`config.mk`:
```
export PLATFORM = sky130hd
export DESIGN_NAME = overlap_cloud_cover_accumulator
export DESIGN_NICKNAME = d
export VERILOG_FILES = /design/src/hw/rtl/occ_pkg.sv /design/src/hw/rtl/occ_div_unit.sv /design/src/hw/rtl/overlap_cloud_cover_accumulator.sv
export SDC_FILE = /design/constraint.sdc
export NUM_CORES = 1
export LEC_CHECK = 0
export ABC_AREA = 1
export BUFFER_PORTS_ARGS = -buffer_cell sky130_fd_sc_hd__buf_2
export CAP_MARGIN = 20
export CORE_MARGIN = 2
export CORE_UTILIZATION = 40
export CTS_BUF_LIST = sky130_fd_sc_hd__clkbuf_4 sky130_fd_sc_hd__clkbuf_8 sky130_fd_sc_hd__clkbuf_16
export CTS_CLUSTER_DIAMETER = 150
export DETAILED_ROUTE_END_ITERATION = 10
export GPL_TIMING_DRIVEN = 0
export PLACE_DENSITY_LB_ADDON = 0.12
export SLEW_MARGIN = 0
export SYNTH_ARGS = -nofsm -noshare
export SYNTH_HDL_FRONTEND = slang
export SYNTH_SLANG_ARGS = --single-unit
```
`constraint.sdc`:
```
create_clock -name clk_i -period 7.15 [get_ports clk_i]
set_input_delay 0.715 -clock clk_i [delete_from_list [all_inputs] [get_ports clk_i]]
set_output_delay 0.715 -clock clk_i [all_outputs]
set_load 0.02 [all_outputs]
```
`src/hw/rtl/occ_pkg.sv`:
```
// ----------------------------------------------------------------------------
// occ_pkg
// Shared widths, constants, format conversions and control structs for the
// overlap cloud cover accumulator.
// ----------------------------------------------------------------------------
package occ_pkg;

  // Fixed-point formats: cover is Q1.COVER_FRACTION_BITS, product Q1.PRODUCT_FRACTION_BITS
  localparam int unsigned COVER_FRACTION_BITS   = 16;
  localparam int unsigned PRODUCT_FRACTION_BITS = 24;

  localparam int unsigned COVER_W = COVER_FRACTION_BITS + 1;
  localparam int unsigned PROD_W  = PRODUCT_FRACTION_BITS + 1;
  // Product times a cover factor; also the divider's dividend width
  localparam int unsigned NUM_W   = PROD_W + COVER_W;
  // Divider iteration counter, able to hold PROD_W itself
  localparam int unsigned CNT_W   = $clog2(PROD_W + 1);

  // Format alignment shifts, at most one of them nonzero
  localparam int unsigned SHIFT_UP = (PRODUCT_FRACTION_BITS >= COVER_FRACTION_BITS) ?
                                     PRODUCT_FRACTION_BITS - COVER_FRACTION_BITS : 0;
  localparam int unsigned SHIFT_DN = (PRODUCT_FRACTION_BITS < COVER_FRACTION_BITS) ?
                                     COVER_FRACTION_BITS - PRODUCT_FRACTION_BITS : 0;

  localparam logic [COVER_W-1:0] COVER_ONE = COVER_W'(1) << COVER_FRACTION_BITS;
  localparam logic [PROD_W-1:0]  PROD_ONE  = PROD_W'(1) << PRODUCT_FRACTION_BITS;

  // Divider control and status
  typedef struct packed {
    logic start;
  } occ_div_ctrl_t;

  typedef struct packed {
    logic busy;
    logic done;
  } occ_div_stat_t;

  // Cover value to product format, truncating when the product is narrower
  function automatic logic [PROD_W-1:0] cover_to_product(input logic [COVER_W-1:0] c);
    logic [NUM_W-1:0] wide;
    wide = NUM_W'(c);
    wide = (wide << SHIFT_UP) >> SHIFT_DN;
    return wide[PROD_W-1:0];
  endfunction

  // Product value to cover format, truncating, saturated to full cover
  function automatic logic [COVER_W-1:0] product_to_cover(input logic [PROD_W-1:0] p);
    logic [NUM_W-1:0] wide;
    wide = NUM_W'(p);
    wide = (wide << SHIFT_DN) >> SHIFT_UP;
    if (wide > NUM_W'(COVER_ONE)) begin
      wide = NUM_W'(COVER_ONE);
    end
    return wide[COVER_W-1:0];
  endfunction

endpackage

```
`src/hw/rtl/occ_div_unit.sv`:
```
// ----------------------------------------------------------------------------
// occ_div_unit
// Restoring divider: one shared subtract and compare, one quotient bit per
// cycle. The quotient is known to fit PROD_W bits, so the top COVER_W bits of
// the dividend seed the partial remainder directly.
// ----------------------------------------------------------------------------
module occ_div_unit (
  input  logic                       clk_i,
  input  logic                       rst_ni,
  input  occ_pkg::occ_div_ctrl_t     ctrl_i,
  input  logic [occ_pkg::NUM_W-1:0]  dividend_i,
  input  logic [occ_pkg::COVER_W-1:0] divisor_i,
  output occ_pkg::occ_div_stat_t     stat_o,
  output logic [occ_pkg::PROD_W-1:0] quotient_o
);
  import occ_pkg::*;

  logic [COVER_W-1:0] rem_q, rem_d;
  logic [PROD_W-1:0]  quo_q, quo_d;
  logic [COVER_W-1:0] dsr_q, dsr_d;
  logic [CNT_W-1:0]   cnt_q, cnt_d;
  logic               busy_q, busy_d;
  logic               done_q, done_d;

  logic [COVER_W:0]   trial;
  logic [COVER_W:0]   diff;
  logic               take;

  // Shift in the next dividend bit and try the subtraction
  assign trial = {rem_q, quo_q[PROD_W-1]};
  assign diff  = trial - {1'b0, dsr_q};
  assign take  = (trial >= {1'b0, dsr_q});

  // Sequence the iterations
  always_comb begin
    rem_d  = rem_q;
    quo_d  = quo_q;
    dsr_d  = dsr_q;
    cnt_d  = cnt_q;
    busy_d = busy_q;
    done_d = 1'b0;
    if (ctrl_i.start) begin
      rem_d  = dividend_i[NUM_W-1 -: COVER_W];
      quo_d  = dividend_i[PROD_W-1:0];
      dsr_d  = divisor_i;
      cnt_d  = CNT_W'(PROD_W);
      busy_d = 1'b1;
    end else if (busy_q) begin
      rem_d = take ? diff[COVER_W-1:0] : trial[COVER_W-1:0];
      quo_d = {quo_q[PROD_W-2:0], take};
      cnt_d = cnt_q - CNT_W'(1);
      if (cnt_q == CNT_W'(1)) begin
        busy_d = 1'b0;
        done_d = 1'b1;
      end
    end
  end

  always_ff @(posedge clk_i or negedge rst_ni) begin
    if (!rst_ni) begin
      cnt_q  <= '0;
      busy_q <= 1'b0;
      done_q <= 1'b0;
    end else begin
      cnt_q  <= cnt_d;
      busy_q <= busy_d;
      done_q <= done_d;
    end
  end

  // Datapath registers need no reset
  always_ff @(posedge clk_i) begin
    rem_q <= rem_d;
    quo_q <= quo_d;
    dsr_q <= dsr_d;
  end

  assign stat_o.busy = busy_q;
  assign stat_o.done = done_q;
  assign quotient_o  = quo_q;

endmodule

```
`src/hw/rtl/overlap_cloud_cover_accumulator.sv`:
```
// ----------------------------------------------------------------------------
// overlap_cloud_cover_accumulator
// Maximum-random overlap cloud cover of one band of levels in a column.
// Levels enter top to bottom, one request at a time. A level marked first
// goes from its acceptance straight to the final step, then the next level
// can be accepted. Every other level, at the default Q1.24 product, runs the
// 25x17 multiply and then the restoring divider, which resolves one
// quotient bit per cycle through a single shared subtractor. A level marked
// last posts total_cover in an output register; the block can take the next
// level while that result waits, and holds in its final step only if a second
// result is due before the first is taken.
// ----------------------------------------------------------------------------
module overlap_cloud_cover_accumulator (
  input  logic                        clk_i,
  input  logic                        rst_ni,
  input  logic                        in_valid_i,
  output logic                        in_ready_o,
  input  logic [occ_pkg::COVER_W-1:0] cover_req_i,
  input  logic                        first_level_i,
  input  logic                        last_level_i,
  output logic                        out_valid_o,
  input  logic                        out_ready_i,
  output logic [occ_pkg::COVER_W-1:0] total_cover_o
);
  import occ_pkg::*;

  localparam logic [2:0] ST_IDLE  = 3'd0;
  localparam logic [2:0] ST_MUL   = 3'd1;
  localparam logic [2:0] ST_START = 3'd2;
  localparam logic [2:0] ST_DIV   = 3'd3;
  localparam logic [2:0] ST_EMIT  = 3'd4;

  logic [2:0]         state_q, state_d;
  logic [PROD_W-1:0]  prod_q, prod_d;
  logic [COVER_W-1:0] prev_q, prev_d;
  logic [COVER_W-1:0] fac_q, fac_d;
  logic [COVER_W-1:0] den_q, den_d;
  logic [NUM_W-1:0]   num_q, num_d;
  logic               last_q, last_d;
  logic               oval_q, oval_d;
  logic [COVER_W-1:0] total_q, total_d;

  logic               accept;
  logic [COVER_W-1:0] cur;
  logic [COVER_W-1:0] mx;
  logic [COVER_W-1:0] mn;

  occ_div_ctrl_t      div_ctrl;
  occ_div_stat_t      div_stat;
  logic [PROD_W-1:0]  quotient;

  assign in_ready_o = (state_q == ST_IDLE);
  assign accept     = in_valid_i && in_ready_o;

  // Saturate the level's cover and form the overlap factors
  assign cur = (cover_req_i > COVER_ONE) ? COVER_ONE : cover_req_i;
  assign mx  = (prev_q > cur) ? prev_q : cur;
  assign mn  = (prev_q < (COVER_ONE - COVER_W'(1))) ? prev_q : (COVER_ONE - COVER_W'(1));

  assign div_ctrl.start = (state_q == ST_START);

  occ_div_unit u_div (
    .clk_i      (clk_i),
    .rst_ni     (rst_ni),
    .ctrl_i     (div_ctrl),
    .dividend_i (num_q),
    .divisor_i  (den_q),
    .stat_o     (div_stat),
    .quotient_o (quotient)
  );

  // Sequence one level through multiply, divide and result
  always_comb begin
    state_d = state_q;
    prod_d  = prod_q;
    prev_d  = prev_q;
    fac_d   = fac_q;
    den_d   = den_q;
    num_d   = num_q;
    last_d  = last_q;
    oval_d  = oval_q && !out_ready_i;
    total_d = total_q;
    case (state_q)
      ST_IDLE: begin
        if (accept) begin
          prev_d = cur;
          last_d = last_level_i;
          if (first_level_i) begin
            prod_d  = cover_to_product(COVER_ONE - cur);
            state_d = ST_EMIT;
          end else begin
            fac_d   = COVER_ONE - mx;
            den_d   = COVER_ONE - mn;
            state_d = ST_MUL;
          end
        end
      end
      ST_MUL: begin
        num_d   = NUM_W'(prod_q) * NUM_W'(fac_q);
        state_d = ST_START;
      end
      ST_START: begin
        state_d = ST_DIV;
      end
      ST_DIV: begin
        if (div_stat.done) begin
          prod_d  = quotient;
          state_d = ST_EMIT;
        end
      end
      ST_EMIT: begin
        if (!last_q) begin
          state_d = ST_IDLE;
        end else if (!oval_q || out_ready_i) begin
          oval_d  = 1'b1;
          total_d = COVER_ONE - product_to_cover(prod_q);
          state_d = ST_IDLE;
        end
      end
      default: begin
        state_d = ST_IDLE;
      end
    endcase
  end

  always_ff @(posedge clk_i or negedge rst_ni) begin
    if (!rst_ni) begin
      state_q <= ST_IDLE;
      prod_q  <= PROD_ONE;
      prev_q  <= '0;
      last_q  <= 1'b0;
      oval_q  <= 1'b0;
    end else begin
      state_q <= state_d;
      prod_q  <= prod_d;
      prev_q  <= prev_d;
      last_q  <= last_d;
      oval_q  <= oval_d;
    end
  end

  // Operand and result registers need no reset
  always_ff @(posedge clk_i) begin
    fac_q   <= fac_d;
    den_q   <= den_d;
    num_q   <= num_d;
    total_q <= total_d;
  end

  assign out_valid_o   = oval_q;
  assign total_cover_o = total_q;

  // Accepting a level closes the input until its work is done
  a_busy_after_accept: assert property (@(posedge clk_i) disable iff (!rst_ni)
    accept |=> !in_ready_o)
    else $error("input ready right after a level was accepted");

  // Divider finishes only while the sequencer waits for it
  a_done_in_div: assert property (@(posedge clk_i) disable iff (!rst_ni)
    div_stat.done |-> (state_q == ST_DIV))
    else $error("divider done outside the divide step");

  // Divider is never restarted mid-division
  a_no_restart: assert property (@(posedge clk_i) disable iff (!rst_ni)
    div_ctrl.start |-> !div_stat.busy)
    else $error("divider started while busy");

  // Overlap never makes the clear product grow
  a_product_shrinks: assert property (@(posedge clk_i) disable iff (!rst_ni)
    div_stat.done |-> (quotient <= prod_q))
    else $error("clear product grew on a level update");

  // A result appears only out of the final step of a last level
  a_result_source: assert property (@(posedge clk_i) disable iff (!rst_ni)
    $rose(out_valid_o) |-> ($past(state_q) == ST_EMIT) && $past(last_q))
    else $error("result posted without a last level");

endmodule
```
==> impl.org <==
** Placed design
- Dpl hpwl :: 65200 um
- In this run the tool buffered the top-level ports with 41 buffer cells.
- The congestion estimate from routability-driven global placement came to 0.9345.
- Worst-case setup slack after placement :: -559.0 ps

** Drt
- Via/cell ratio :: 4.980
- Total via count after detailed routing :: 20410
- Summed over all nets, wire length on met2 after detailed routing comes to 36060 um.
- Number of nets with antenna violations after routing :: 0
- The detailed router put a total of 35600 um of wire on met1.
- The routed design uses 5664 um of met3 wire.
- First-pass iteration count of the detailed router :: 5
- The routed design has 79450 um of wire.
- In this run the top signal layer used is met4.
- Number of DRC markers in iteration 0 :: 1504
- Wire length per cell :: 19.38 um
- For this run, design rule violations remaining after detail routing come to 0.

** Die
- The die is 256.3 um wide.
- Initial Util :: 0.4042
- Area of the core :: 62970 um^2
- The floorplan step defined a die boundary enclosing 65660 um^2.
- 42 I/O pins were placed.
- Height of the chip :: 256.3 um
- Std cell rows :: 92

** Synth
- Number of synthesized register bits :: 206
- Post-synth EDFFs :: 152
- The biggest area contributor in the post-synthesis netlist is sky130_fd_sc_hd__fa_1.
- Total of warnings raised by yosys :: 0
- Proportion of synthesized chip area in sequential cells :: 0.2325
- The share of synthesized area in the top cell type comes to 0.2714.
- The number of nets handed over by synthesis was 3698.
- The cell count after synthesis came out at 3174.
- A synthesized cell averages 8.019 um^2.
- Counting flops with an async set or reset pin after synthesis yields a share of 0.2621.
- Cell with the most instances after synthesis :: sky130_fd_sc_hd__nand2_1
- Cell Area, Synth :: 25450 um^2
- Top FF cell, synth :: sky130_fd_sc_hd__edfxtp_1
- Number of distinct library cell variants in the gate-level netlist after synthesis :: 55
- Counting instances in the post-synthesis netlist gives the leading cell types as 871 x sky130_fd_sc_hd__nand2_1, 771 x sky130_fd_sc_hd__inv_1, 345 x sky130_fd_sc_hd__fa_1.
- After synthesis, the cell types taking the most area are sky130_fd_sc_hd__fa_1 27%, sky130_fd_sc_hd__edfxtp_1 18%, sky130_fd_sc_hd__nand2_1 13%.

** Global route
- The number of antenna violations at the first check in global routing came to 0.
- Entering global routing, the biggest net connects 35 pins.
- Global-route wire length before repair :: 123300 um
- For this run the aggregate overflow at the end of global routing stands at 0.
- All-Layer GR Usage :: 0.2466
- Vias in the first global route :: 21040

** Clocking
- Buffers inserted during clock tree synthesis total 23.
- TritonCTS built the clock tree.
- Root buffer cell :: sky130_fd_sc_hd__clkbuf_16
- Worst-case clock buffer depth :: 3
- CTS built an H-tree with a depth of 1.
- For this design, the CTS-stage hold fixing added 0 buffers.
- Clk_lat worst skew :: 530 ps
- The tree built by TritonCTS fans out to 206 sinks.
- Clock-pin slew on the worst setup and hold paths :: 60 ps

** Timing
- Unrepaired setup endpoints after global routing :: false
- The worst path meets setup with 299.1 ps of slack.
- Counting I/O delays and the setup requirement, the final critical path takes 6851 ps.
- Between clock sinks in the finished design, the worst skew comes to 10.21 ps.
- Dividing the final minimum period by the clock period gives 0.9582.
- The hold violation count in the final report is 0.
- Number of slew-limit violations in the final report :: 0
- In this run the tightest slew margin relative to its limit is 0.4268.
- Final number of setup-violating endpoints :: 0
- Highest attainable clock frequency :: 146.0 MHz
- Worst Tran Pin Value :: 856.0 ps

** Setup path
- Element type at the critical path end :: flop
- Required time of the worst setup path :: 7410 ps
- The worst setup path is launched from a flop.
- Max Fanout on Critical Path :: 10
- Data arrival time of the critical path :: 7110 ps
- Setup CP Type :: reg2reg

** Cells and area
- Filler Cell Count :: 6420
- Ratio of cells with drive above 1 in the final layout :: 0.07255
- Count of inserted antenna diode cells :: 0
- From synthesis to final layout, the design area changed by 8.991%.
- Number of nets in the finished design :: 3760

** Flow run
- Number of max-cap violations :: 0

** Run status
- The flow ran to the end, and the final reports show no timing, DRC or antenna violations.

** Min path
- Class of the most critical hold timing path :: in2async
## layer usage
layer	GRT usage	vias to the layer above
met5	0	-
met4	0.06075	0
met3	0.04646	103
met2	0.3939	631
met1	0.3459	10060
li1	-	9623
## layout by cell type (no fill, tap or decap), types with 13 or more instances in the layout
| cell | netlist | routed |
|---|---|---|
| sky130_fd_sc_hd__clkbuf_1 | 96 | 41 |
| sky130_fd_sc_hd__ha_1 | 156 | 156 |
| sky130_fd_sc_hd__xor2_1 | 50 | 49 |
| sky130_fd_sc_hd__xnor2_1 | 28 | 28 |
| sky130_fd_sc_hd__edfxtp_1 | 152 | 152 |
| sky130_fd_sc_hd__o21ai_0 | 130 | 129 |
| sky130_fd_sc_hd__dfrtp_1 | 53 | 47 |
| sky130_fd_sc_hd__inv_1 | 771 | 771 |
| sky130_fd_sc_hd__nand2_2 | 17 | 18 |
| sky130_fd_sc_hd__clkbuf_2 | 1 | 33 |
| sky130_fd_sc_hd__buf_4 | 4 | 13 |
| sky130_fd_sc_hd__nand3_1 | 87 | 87 |
| sky130_fd_sc_hd__nor2_1 | 129 | 127 |
| sky130_fd_sc_hd__fa_1 | 345 | 345 |
| sky130_fd_sc_hd__nor3_1 | 20 | 20 |
| sky130_fd_sc_hd__nand2_1 | 871 | 870 |
| sky130_fd_sc_hd__clkbuf_16 | 0 | 23 |
| sky130_fd_sc_hd__buf_2 | 6 | 56 |
| sky130_fd_sc_hd__a21oi_1 | 94 | 92 |
| sky130_fd_sc_hd__nand4_1 | 26 | 26 |
## layout make-up
| type | count | area [um^2] | share of cell area |
|---|---|---|---|
| multi-input combinational | 2052 | 16060 | 0.5789 |
| timing repair buffer | 60 | 449.2 | 0.01619 |
| inverter | 781 | 2937 | 0.1059 |
| tap | 846 | 1059 | 0.03816 |
| clock inverter | 16 | 148.9 | 0.005367 |
| sequential | 206 | 5924 | 0.2136 |
| clock buffer | 26 | 604.3 | 0.02179 |
| buffer | 112 | 559.3 | 0.02016 |
## logic make-up (layout without fill, tap and decap cells)
logic type	Yosys count	count (layout)	synth area share
XOR/XNOR	79	79	0.02748
adder cells (fa/ha/maj)	501	501	0.3480
buffers and inverters	916	995	0.1378
AO/OA/AOI/OAI	280	280	0.06027
AND/OR/NAND/NOR	1192	1192	0.1939
flip-flops	206	206	0.2325
## per-stage QoR
step | hold WS, ps | utilization | instance area (um^2) | instances | TNS, ps
3_3_place_gp | 405.7 | 0.4243 | 26720 | 4061 | -3697
5_1_grt | 268.7 | 0.4406 | 27740 | 4099 | 0
6_report | 226.3 | 0.4406 | 27740 | 4099 | 0
3_5_place_dp | 404.5 | 0.4267 | 26870 | 4069 | -3774
2_1_floorplan | 400.3 | - | 25450 | 3174 | 0
4_1_cts | 228.7 | 0.4391 | 27650 | 4103 | 0
## worst paths after layout
kind / start / to / slack [ps] / cells past startpoint
worst max-delay path: prod_q[16] / num_q[41] / 300 / 20
worst min-delay path: rst_ni / prev_q[13] / 230 / 1
worst max register to register: prod_q[16] / num_q[41] / 300 / 20
worst min register to register: den_q[0] / u_div.dsr_q[0] / 420 / 0
max in group asynchronous: rst_ni / prod_q[6] / 6280 / 2
min in group clk_i: out_ready_i / out_valid_o / 380 / 2
## timing repair
item / in CTS / in global routing
resized for setup: 29 / 61
cloned: 0 / 0
setup buffers: 5 / 6
endpoints found under the setup margin: 16 / 11
## sequential cells by signal (all words and copies together), names as in the netlist
register,count
u_div.quotient_o,25
state_q,3
num_q,42
den_q,17
total_cover_o,17
prod_q,25
u_div.busy_q,1
prev_q,17
last_q,1
u_div.rem_q,17
u_div.cnt_q,5
fac_q,17
u_div.done_q,1
u_div.dsr_q,17
out_valid_o,1
## critical path, cell delays in order (launching register included)
cell	delay (ps)
sky130_fd_sc_hd__dfrtp_1	390
sky130_fd_sc_hd__clkbuf_1	610
sky130_fd_sc_hd__clkbuf_2	460
sky130_fd_sc_hd__nand2_1	150
sky130_fd_sc_hd__fa_1	560
sky130_fd_sc_hd__inv_1	50
sky130_fd_sc_hd__fa_1	500
sky130_fd_sc_hd__fa_1	580
sky130_fd_sc_hd__fa_1	460
sky130_fd_sc_hd__fa_1	500
sky130_fd_sc_hd__inv_1	50
sky130_fd_sc_hd__fa_1	470
sky130_fd_sc_hd__inv_1	40
sky130_fd_sc_hd__ha_1	350
sky130_fd_sc_hd__a21oi_1	250
sky130_fd_sc_hd__inv_1	80
sky130_fd_sc_hd__a21oi_1	180
sky130_fd_sc_hd__o21ai_0	160
sky130_fd_sc_hd__o21ai_0	390
sky130_fd_sc_hd__nand4_1	160
sky130_fd_sc_hd__xor2_1	180
Power is left out: the tool's default activity adds up to more than one toggle a clock period on the data nets, which glitch-free logic cannot reach.
